## src/sv/sfcd_pkg.sv

```systemverilog
`timescale 1ns / 1ps

package sfcd_pkg;

	localparam int LINE_LENGTH = 32;
	localparam int ADDR_W = $clog2(LINE_LENGTH);
	localparam int CNT_W = $clog2(LINE_LENGTH + 1);
	localparam int IDX_W = 4;
	localparam int PACKET_BYTES = 14;
	localparam int CHANNELS = 8;

	localparam logic [7:0] FLAG_BYTE = 8'h7E;
	localparam logic [7:0] ESC_BYTE = 8'h7D;
	localparam logic [7:0] ESC_MASK = 8'h20;
	localparam logic [7:0] HEADER_BYTE = 8'h80;
	localparam logic [7:0] NEWLINE_BYTE = 8'h0A;
	localparam logic [IDX_W-1:0] LAST_IDX = IDX_W'(PACKET_BYTES - 1);

	typedef enum logic [1:0] {
		PH_IDLE = 2'd0,
		PH_START = 2'd1,
		PH_FRAME = 2'd2,
		PH_ESCAPE = 2'd3
	} rx_phase_t;

	typedef enum logic [1:0] {
		ST_IDLE = 2'd0,
		ST_SCAN = 2'd1,
		ST_WAIT = 2'd2,
		ST_EMIT = 2'd3
	} seq_state_t;

	typedef struct packed {
		logic valid;
		logic [IDX_W-1:0] idx;
		logic [7:0] data;
	} rd_beat_t;

	typedef struct packed {
		logic done;
		logic ok;
	} chk_res_t;

	typedef logic [CHANNELS-1:0][11:0] chan_vec_t;

endpackage

```

## src/sv/sfcd_byte_if.sv

```systemverilog
`timescale 1ns / 1ps

interface sfcd_byte_if;
	logic valid;
	logic ready;
	logic [7:0] rx_byte;

	modport source (output valid, output rx_byte, input ready);
	modport sink (input valid, input rx_byte, output ready);
endinterface

```

## src/sv/sfcd_chan_if.sv

```systemverilog
`timescale 1ns / 1ps

interface sfcd_chan_if;
	logic valid;
	logic ready;
	logic [11:0] channel_0;
	logic [11:0] channel_1;
	logic [11:0] channel_2;
	logic [11:0] channel_3;
	logic [11:0] channel_4;
	logic [11:0] channel_5;
	logic [11:0] channel_6;
	logic [11:0] channel_7;

	modport source (output valid, output channel_0, output channel_1, output channel_2,
		output channel_3, output channel_4, output channel_5, output channel_6,
		output channel_7, input ready);
	modport sink (input valid, input channel_0, input channel_1, input channel_2,
		input channel_3, input channel_4, input channel_5, input channel_6,
		input channel_7, output ready);
endinterface

```

## src/sv/sfcd_ram.sv

```systemverilog
`timescale 1ns / 1ps

module sfcd_ram #(
	parameter int DEPTH = 32,
	parameter int AW = 5,
	parameter int DW = 8
) (
	input logic clk,
	input logic we,
	input logic [AW-1:0] waddr,
	input logic [DW-1:0] wdata,
	input logic re,
	input logic [AW-1:0] raddr,
	output logic [DW-1:0] rdata
);

	logic [DW-1:0] mem [DEPTH];
	logic [DW-1:0] rdata_q;

	always_ff @(posedge clk) begin
		if (we) begin
			mem[waddr] <= wdata;
		end
		if (re) begin
			rdata_q <= mem[raddr];
		end
	end

	assign rdata = rdata_q;

endmodule

```

## src/sv/sfcd_chk.sv

```systemverilog
`timescale 1ns / 1ps

// Consumes the 14 stored bytes in address order: running XOR, header test,
// and a copy of the payload bytes for unpacking.
module sfcd_chk (
	input logic clk,
	input logic arst_n,
	input sfcd_pkg::rd_beat_t beat,
	output sfcd_pkg::chk_res_t res,
	output sfcd_pkg::chan_vec_t chans
);

	logic [7:0] byte_q [1:12];
	logic [7:0] sum_q;
	logic hdr_q;
	logic done_q;
	logic ok_q;

	always_ff @(posedge clk or negedge arst_n) begin
		if (!arst_n) begin
			done_q <= 1'b0;
			ok_q <= 1'b0;
		end else begin
			done_q <= beat.valid && (beat.idx == sfcd_pkg::LAST_IDX);
			if (beat.valid && (beat.idx == sfcd_pkg::LAST_IDX)) begin
				ok_q <= hdr_q && (sum_q == beat.data);
			end
		end
	end

	always_ff @(posedge clk) begin
		if (beat.valid) begin
			if (beat.idx == '0) begin
				sum_q <= beat.data;
				hdr_q <= (beat.data == sfcd_pkg::HEADER_BYTE);
			end else if (beat.idx < sfcd_pkg::LAST_IDX) begin
				sum_q <= sum_q ^ beat.data;
				byte_q[beat.idx] <= beat.data;
			end
		end
	end

	assign res.done = done_q;
	assign res.ok = ok_q;

	// groups of three bytes give two 12-bit channels
	always_comb begin
		for (int g = 0; g < 4; g++) begin
			chans[2*g] = {byte_q[3*g+2][7:4], byte_q[3*g+1]};
			chans[2*g+1] = {byte_q[3*g+3][3:0], byte_q[3*g+2][3:0], byte_q[3*g+3][7:4]};
		end
	end

endmodule

```

## src/sv/stuffed_frame_channel_decoder_unit.sv

```systemverilog
`timescale 1ns / 1ps

// Byte deframer with XOR check and 8x12-bit channel unpack.
// Throughput: one byte per cycle while fewer than 14 bytes are held; a byte that
// leaves 14 or more held starts a walk of the frame store through its single read
// port, and ready stays low until the check fails or the channels load the output register.
// Result path: store walk, registered store read, checker, verdict, then output register, held back by output stall.
// Reset: receiver idle, byte count zero; frame store contents are not cleared.
module stuffed_frame_channel_decoder_unit (
	input logic clk,
	input logic arst_n,
	sfcd_byte_if.sink rx,
	sfcd_chan_if.source chan
);

	sfcd_pkg::seq_state_t state_q, state_d;
	sfcd_pkg::rx_phase_t phase_q, phase_d;
	logic [sfcd_pkg::CNT_W-1:0] count_q, count_d;
	logic [sfcd_pkg::IDX_W-1:0] idx_q, idx_d;

	logic accept;
	logic store_req;
	logic [7:0] store_val;
	logic we;
	logic re;
	logic [sfcd_pkg::ADDR_W-1:0] raddr;
	logic [7:0] rdata;
	logic rd_v_s1;
	logic [sfcd_pkg::IDX_W-1:0] rd_idx_s1;
	sfcd_pkg::rd_beat_t beat;
	sfcd_pkg::chk_res_t res;
	sfcd_pkg::chan_vec_t chans;
	sfcd_pkg::chan_vec_t out_q;
	logic out_valid_q;
	logic out_load;

	assign accept = rx.valid && rx.ready;

	// receiver phase and store index
	always_comb begin
		phase_d = phase_q;
		count_d = count_q;
		store_req = 1'b0;
		store_val = rx.rx_byte;
		unique case (phase_q)
			sfcd_pkg::PH_IDLE: begin
				if (rx.rx_byte == sfcd_pkg::FLAG_BYTE) begin
					count_d = '0;
					phase_d = sfcd_pkg::PH_START;
				end else begin
					store_req = 1'b1;
				end
			end
			sfcd_pkg::PH_START: begin
				if (rx.rx_byte == sfcd_pkg::FLAG_BYTE) begin
					count_d = '0;
					phase_d = sfcd_pkg::PH_FRAME;
				end else begin
					store_req = 1'b1;
				end
			end
			sfcd_pkg::PH_FRAME: begin
				if (rx.rx_byte == sfcd_pkg::ESC_BYTE) begin
					phase_d = sfcd_pkg::PH_ESCAPE;
				end else if (rx.rx_byte == sfcd_pkg::FLAG_BYTE) begin
					count_d = '0;
				end else begin
					store_req = 1'b1;
				end
			end
			sfcd_pkg::PH_ESCAPE: begin
				store_val = rx.rx_byte ^ sfcd_pkg::ESC_MASK;
				store_req = 1'b1;
				phase_d = sfcd_pkg::PH_FRAME;
			end
			default: begin
				phase_d = sfcd_pkg::PH_IDLE;
			end
		endcase
		we = accept && store_req && (count_q < sfcd_pkg::CNT_W'(sfcd_pkg::LINE_LENGTH));
		if (we) begin
			count_d = (store_val == sfcd_pkg::NEWLINE_BYTE) ? '0 : count_q + 1'b1;
		end
		if (count_d >= sfcd_pkg::CNT_W'(sfcd_pkg::PACKET_BYTES)) begin
			phase_d = sfcd_pkg::PH_IDLE;
		end
	end

	// sequencer: accept, walk bytes 0..13, wait for verdict, emit on a match
	always_comb begin
		state_d = state_q;
		idx_d = idx_q;
		rx.ready = 1'b0;
		re = 1'b0;
		out_load = 1'b0;
		unique case (state_q)
			sfcd_pkg::ST_IDLE: begin
				rx.ready = 1'b1;
				if (accept && (count_d >= sfcd_pkg::CNT_W'(sfcd_pkg::PACKET_BYTES))) begin
					state_d = sfcd_pkg::ST_SCAN;
					idx_d = '0;
				end
			end
			sfcd_pkg::ST_SCAN: begin
				re = 1'b1;
				idx_d = idx_q + 1'b1;
				if (idx_q == sfcd_pkg::LAST_IDX) begin
					state_d = sfcd_pkg::ST_WAIT;
				end
			end
			sfcd_pkg::ST_WAIT: begin
				if (res.done) begin
					state_d = res.ok ? sfcd_pkg::ST_EMIT : sfcd_pkg::ST_IDLE;
				end
			end
			sfcd_pkg::ST_EMIT: begin
				if (!out_valid_q || chan.ready) begin
					out_load = 1'b1;
					state_d = sfcd_pkg::ST_IDLE;
				end
			end
			default: begin
				state_d = sfcd_pkg::ST_IDLE;
			end
		endcase
	end

	always_ff @(posedge clk or negedge arst_n) begin
		if (!arst_n) begin
			state_q <= sfcd_pkg::ST_IDLE;
			phase_q <= sfcd_pkg::PH_IDLE;
			count_q <= '0;
			idx_q <= '0;
			rd_v_s1 <= 1'b0;
			out_valid_q <= 1'b0;
		end else begin
			state_q <= state_d;
			idx_q <= idx_d;
			if (accept) begin
				phase_q <= phase_d;
				count_q <= count_d;
			end
			rd_v_s1 <= re;
			if (out_load) begin
				out_valid_q <= 1'b1;
			end else if (chan.ready) begin
				out_valid_q <= 1'b0;
			end
		end
	end

	always_ff @(posedge clk) begin
		rd_idx_s1 <= idx_q;
		if (out_load) begin
			out_q <= chans;
		end
	end

	assign raddr = sfcd_pkg::ADDR_W'(idx_q);

	sfcd_ram #(
		.DEPTH(sfcd_pkg::LINE_LENGTH),
		.AW(sfcd_pkg::ADDR_W),
		.DW(8)
	) u_ram (
		.clk(clk),
		.we(we),
		.waddr(count_q[sfcd_pkg::ADDR_W-1:0]),
		.wdata(store_val),
		.re(re),
		.raddr(raddr),
		.rdata(rdata)
	);

	assign beat.valid = rd_v_s1;
	assign beat.idx = rd_idx_s1;
	assign beat.data = rdata;

	sfcd_chk u_chk (
		.clk(clk),
		.arst_n(arst_n),
		.beat(beat),
		.res(res),
		.chans(chans)
	);

	assign chan.valid = out_valid_q;
	assign chan.channel_0 = out_q[0];
	assign chan.channel_1 = out_q[1];
	assign chan.channel_2 = out_q[2];
	assign chan.channel_3 = out_q[3];
	assign chan.channel_4 = out_q[4];
	assign chan.channel_5 = out_q[5];
	assign chan.channel_6 = out_q[6];
	assign chan.channel_7 = out_q[7];

endmodule

```

## src/flat_wrapper.sv

```systemverilog
// flat-port wrapper written by rule: the top's interface ports become plain ports
module stuffed_frame_channel_decoder_unit_flat 
  (clk, arst_n, rx_valid, rx_rx_byte, rx_ready, chan_valid, chan_channel_0, chan_channel_1, chan_channel_2, chan_channel_3, chan_channel_4, chan_channel_5, chan_channel_6, chan_channel_7, chan_ready);
  sfcd_byte_if rx_i ();
  sfcd_chan_if chan_i ();
  input logic clk;
  input logic arst_n;
  input wire logic [$bits(rx_i.valid)-1:0] rx_valid;
  input wire logic [$bits(rx_i.rx_byte)-1:0] rx_rx_byte;
  output wire logic [$bits(rx_i.ready)-1:0] rx_ready;
  output wire logic [$bits(chan_i.valid)-1:0] chan_valid;
  output wire logic [$bits(chan_i.channel_0)-1:0] chan_channel_0;
  output wire logic [$bits(chan_i.channel_1)-1:0] chan_channel_1;
  output wire logic [$bits(chan_i.channel_2)-1:0] chan_channel_2;
  output wire logic [$bits(chan_i.channel_3)-1:0] chan_channel_3;
  output wire logic [$bits(chan_i.channel_4)-1:0] chan_channel_4;
  output wire logic [$bits(chan_i.channel_5)-1:0] chan_channel_5;
  output wire logic [$bits(chan_i.channel_6)-1:0] chan_channel_6;
  output wire logic [$bits(chan_i.channel_7)-1:0] chan_channel_7;
  input wire logic [$bits(chan_i.ready)-1:0] chan_ready;
  assign rx_i.valid = rx_valid;
  assign rx_i.rx_byte = rx_rx_byte;
  assign rx_ready = rx_i.ready;
  assign chan_valid = chan_i.valid;
  assign chan_channel_0 = chan_i.channel_0;
  assign chan_channel_1 = chan_i.channel_1;
  assign chan_channel_2 = chan_i.channel_2;
  assign chan_channel_3 = chan_i.channel_3;
  assign chan_channel_4 = chan_i.channel_4;
  assign chan_channel_5 = chan_i.channel_5;
  assign chan_channel_6 = chan_i.channel_6;
  assign chan_channel_7 = chan_i.channel_7;
  assign chan_i.ready = chan_ready;
  stuffed_frame_channel_decoder_unit u_core (.clk(clk), .arst_n(arst_n), .rx(rx_i), .chan(chan_i));
endmodule
```

## config.mk

```make
export PLATFORM = sky130hd
export DESIGN_NAME = stuffed_frame_channel_decoder_unit_flat
export DESIGN_NICKNAME = d
export VERILOG_FILES = /design/src/sv/sfcd_pkg.sv /design/src/sv/sfcd_byte_if.sv /design/src/sv/sfcd_chan_if.sv /design/src/sv/sfcd_ram.sv /design/src/sv/sfcd_chk.sv /design/src/sv/stuffed_frame_channel_decoder_unit.sv /design/src/flat_wrapper.sv
export SDC_FILE = /design/constraint.sdc
export NUM_CORES = 1
export LEC_CHECK = 0
export BUFFER_PORTS_ARGS = -buffer_cell sky130_fd_sc_hd__buf_4
export CAP_MARGIN = 5
export CORE_MARGIN = 2
export CORE_UTILIZATION = 59
export DETAILED_ROUTE_END_ITERATION = 10
export PLACE_DENSITY_LB_ADDON = 0.3
export SYNTH_ARGS = -nofsm -noshare
export SYNTH_HDL_FRONTEND = slang
export SYNTH_SLANG_ARGS = --single-unit
```

## constraint.sdc

```tcl
create_clock -name clk -period 6.5 [get_ports clk]
set_clock_uncertainty 0.15 [all_clocks]
set_input_delay 0.65 -clock clk [delete_from_list [all_inputs] [get_ports clk]]
set_output_delay 0.65 -clock clk [all_outputs]
set_load 0.02 [all_outputs]
```

==> flow_summary.json <==
{
  "ys_ff_latch": 359,
  "avgSynthCellArea_um2": 21.04,
  "finalMaxSlewViolations": 0,
  "r2r_setup_slack_ns": 3.62,
  "cpPeakStageDelay_ns": 0.88,
  "tightest_slew_ns": 1.171,
  "period_needed_ns": 2.877,
  "timing.final.ws_setup_ns": 3.623,
  "htreeDepth": 2,
  "reg2reg_to": "u_core.u_ram.mem[13][6]$_DFFE_PP_",
  "path_max_fanout": 8,
  "route.detailed.drc": 0,
  "path_clk_slew_ns": 0.06,
  "first_iter_violations": 526,
  "grt_pass1_wl_mm": 36.53,
  "drive_above_1_share_pct": 27.02,
  "vias": 6174,
  "fin_tns_setup_ns": 0,
  "hold_path_class": "flop to flop",
  "crit_buf_inv": 0,
  "cts-root-buf": "clkbuf_16",
  "place_congestion": 0.9312,
  "track_usage_pct": 21.91,
  "r2r_cells": 5,
  "synthCells": 610,
  "crit_start": "u_core.state_q[1]$_DFFE_PN0P_",
  "crit_slowest_cell": "nor2_1",
  "syn_nets": 628,
  "avgRoutedWirePerCell_um": 23.09,
  "cp_num_cells": 5,
  "cp_top_family": "simple AND/OR/NAND/NOR gates",
  "cts_buffer_depth": 3,
  "synth-edff-count": 337,
  "synth_xor_area_share_pct": 1.160,
  "leakagePower_uw": 0.005131,
  "start_kind": "flop",
  "die_h_um": 151.5,
  "finalCritPeriodShare_pct": 44.27,
  "synth-simple-area-share_pct": 4.825,
  "finalHoldViolations": 0,
  "io_buffers": 109,
  "cts-buffers-inserted": 35,
  "cp.required_ns": 6.47,
  "crit_chain": "or3b_4, nor2_8, o21a_1, nand2_1, nor2_1",
  "area_growth_pct": 17.00,
  "worstSetupPathType": "flop to flop",
  "critPathArrivalTime_ns": 2.85,
  "synth_top_family_by_area": "multiplexers",
  "boundaryPins": 110,
  "largest_register": "u_core.u_ram.mem",
  "dieArea_um2": 22950,
  "diodes": 0,
  "cts_tree": "done",
  "ys_seq_area_share_pct": 82.97,
  "synthFlopType": "edfxtp_1",
  "via_per_inst": 5.931,
  "rsz0062_at_grt": "false",
  "grt_max_degree": 97,
  "async_reset_ff_share_pct": 5.014,
  "synthAdderAreaFrac_pct": 0.5849,
  "fp.coreArea_um2": 21220,
  "hpwl_mm": 14.37,
  "maxCapViolations": 0,
  "grt_pass1_vias": 6237,
  "synthesis.area_um2": 12840,
  "synth_compound_area_share_pct": 2.408,
  "p_per_area_nw_per_um2": 294.4,
  "yosysWarnings": 0,
  "largest_reg_flops": 128,
  "status": "finished, final reports clean",
  "dp_slack_ns": 3.395,
  "overflow": 0,
  "slew_headroom_pct": 21.93,
  "cp-end-kind": "flop",
  "clk_latency_ns": 0.52,
  "cts.sinks": 359,
  "initial_core_util_pct": 60.49,
  "holdPathStages": 0,
  "final_net_count": 760,
  "r2r_start": "u_core.state_q[1]$_DFFE_PN0P_",
  "yosysUniqueCellTypes": 59,
  "wl_mm": 24.04,
  "placementRows": 53,
  "reg_top3": "u_core.u_ram.mem (128), u_core.u_chk.byte_q (96)",
  "drtAntennaViolNets": 0,
  "critPathCapture": "u_core.u_ram.mem[13][6]$_DFFE_PP_",
  "dieWidth_um": 151.5,
  "clock.fmax_mhz": 347.5,
  "first_pass_iters": 7,
  "peakVddDrop_mv": 0.3535,
  "setup_viol": 0,
  "antenna_found_initial": 0,
  "synthMuxAreaShare_pct": 7.106
}
==> stage by stage <==
step	area, µm²	utilization, %	hold WS [ns]	power, µW	cells
global placement	13940	65.67	0.2511	2582	979
CTS	15020	70.77	0.2650	4445	1041
finish	15020	70.77	0.2635	4421	1041
detailed placement	13940	65.67	0.2545	2584	979
floorplan	12840	-	0.2044	2562	610
global route	15020	70.77	0.2715	4547	1041
==> repair_timing <==
action,CTS,global route
setup buffers,0,0
hold buffers,1,0
resized for setup,0,0
endpoints found under the hold margin,18,0
==> worst min path at each step <==
stage | startpoint | end | slack, ns
4_1_cts | u_core.u_chk.byte_q[6][4]$_DFFE_PP_ | chan_channel_3[0]$_DFFE_PP_ | 0.26
3_5_place_dp | u_core.u_chk.byte_q[1][2]$_DFFE_PP_ | chan_channel_0[2]$_DFFE_PP_ | 0.25
5_1_grt | u_core.u_chk.byte_q[6][5]$_DFFE_PP_ | chan_channel_3[1]$_DFFE_PP_ | 0.27
3_3_place_gp | u_core.u_chk.byte_q[5][0]$_DFFE_PP_ | chan_channel_3[4]$_DFFE_PP_ | 0.25
2_1_floorplan | arst_n | u_core.chan.valid$_DFFE_PN0P_ | 0.20
6_report | u_core.u_chk.byte_q[2][0]$_DFFE_PP_ | chan_channel_1[4]$_DFFE_PP_ | 0.26
==> area by class of cell <==
| type | instances | area, µm² |
|---|---|---|
| sequential | 359 | 10650 |
| multi-input combinational | 225 | 2072 |
| inverter | 9 | 33.78 |
| clock inverter | 11 | 120.1 |
| fill | 1227 | 6202 |
| timing repair buffer | 112 | 843.3 |
| clock buffer | 50 | 952.2 |
| tap | 275 | 344.1 |
==> logic make-up (layout without fill, tap and decap cells) <==
family / Yosys count / after routing
AND/OR/NAND/NOR: 118 / 118
XOR/XNOR: 17 / 17
multiplexers: 41 / 41
buffers and inverters: 26 / 182
adder cells (fa/ha/maj): 6 / 6
flip-flops: 359 / 359
AO/OA/AOI/OAI: 43 / 43
==> routing by layer <==
layer / wire [µm] / global-route usage [%] / part of all wire, % / vias to the layer above
li1: - / - / - / 2690
met1: 9143 / 28.62 / 38 / 3083
met2: 12340 / 37.83 / 51 / 341
met3: 1960 / 4.371 / 8.2 / 60
met4: 596 / 6.806 / 2.5 / 0
met5: 0 / 0 / 0 / -
==> power breakdown <==
part	total (µW)	switching, µW	internal (µW)
registers	2500	0.901	2500
logic	30.6	21.4	9.23
clock network	1890	814	1070
total	4420	837	3580
==> layout by cell type, fill, tap and decap left out, types with 4 or more instances in the layout <==
cell	Yosys	routed
a21oi_1	9	9
a31oi_1	4	4
buf_4	3	111
clkbuf_1	8	13
clkbuf_16	0	35
dfrtp_1	18	16
dfxtp_1	4	4
edfxtp_1	337	337
ha_1	6	6
inv_1	9	9
mux4_2	40	40
nand2_1	28	28
nand2b_1	9	9
nand3b_1	5	5
nand4_1	6	6
nor2_1	40	39
o21ai_0	9	9
or3_1	6	6
xnor2_1	13	13
xor2_1	4	4
==> synthesized netlist by cell type (all sizes together), types with 6 or more instances <==
cell | count | area (µm²)
mux4 | 40 | 900.9
or3 | 6 | 37.54
edfxtp | 337 | 10120
clkbuf | 8 | 30.03
a21oi | 9 | 45.04
nand2 | 28 | 105.1
ha | 6 | 75.07
nand4 | 6 | 37.54
nor2 | 41 | 170.2
dfrtp | 18 | 450.4
inv | 9 | 33.78
xnor2 | 13 | 113.9
o21ai | 10 | 50.04
buf | 9 | 57.55
nand2b | 9 | 56.30
Note: power is estimated with default switching activity, not from simulation.
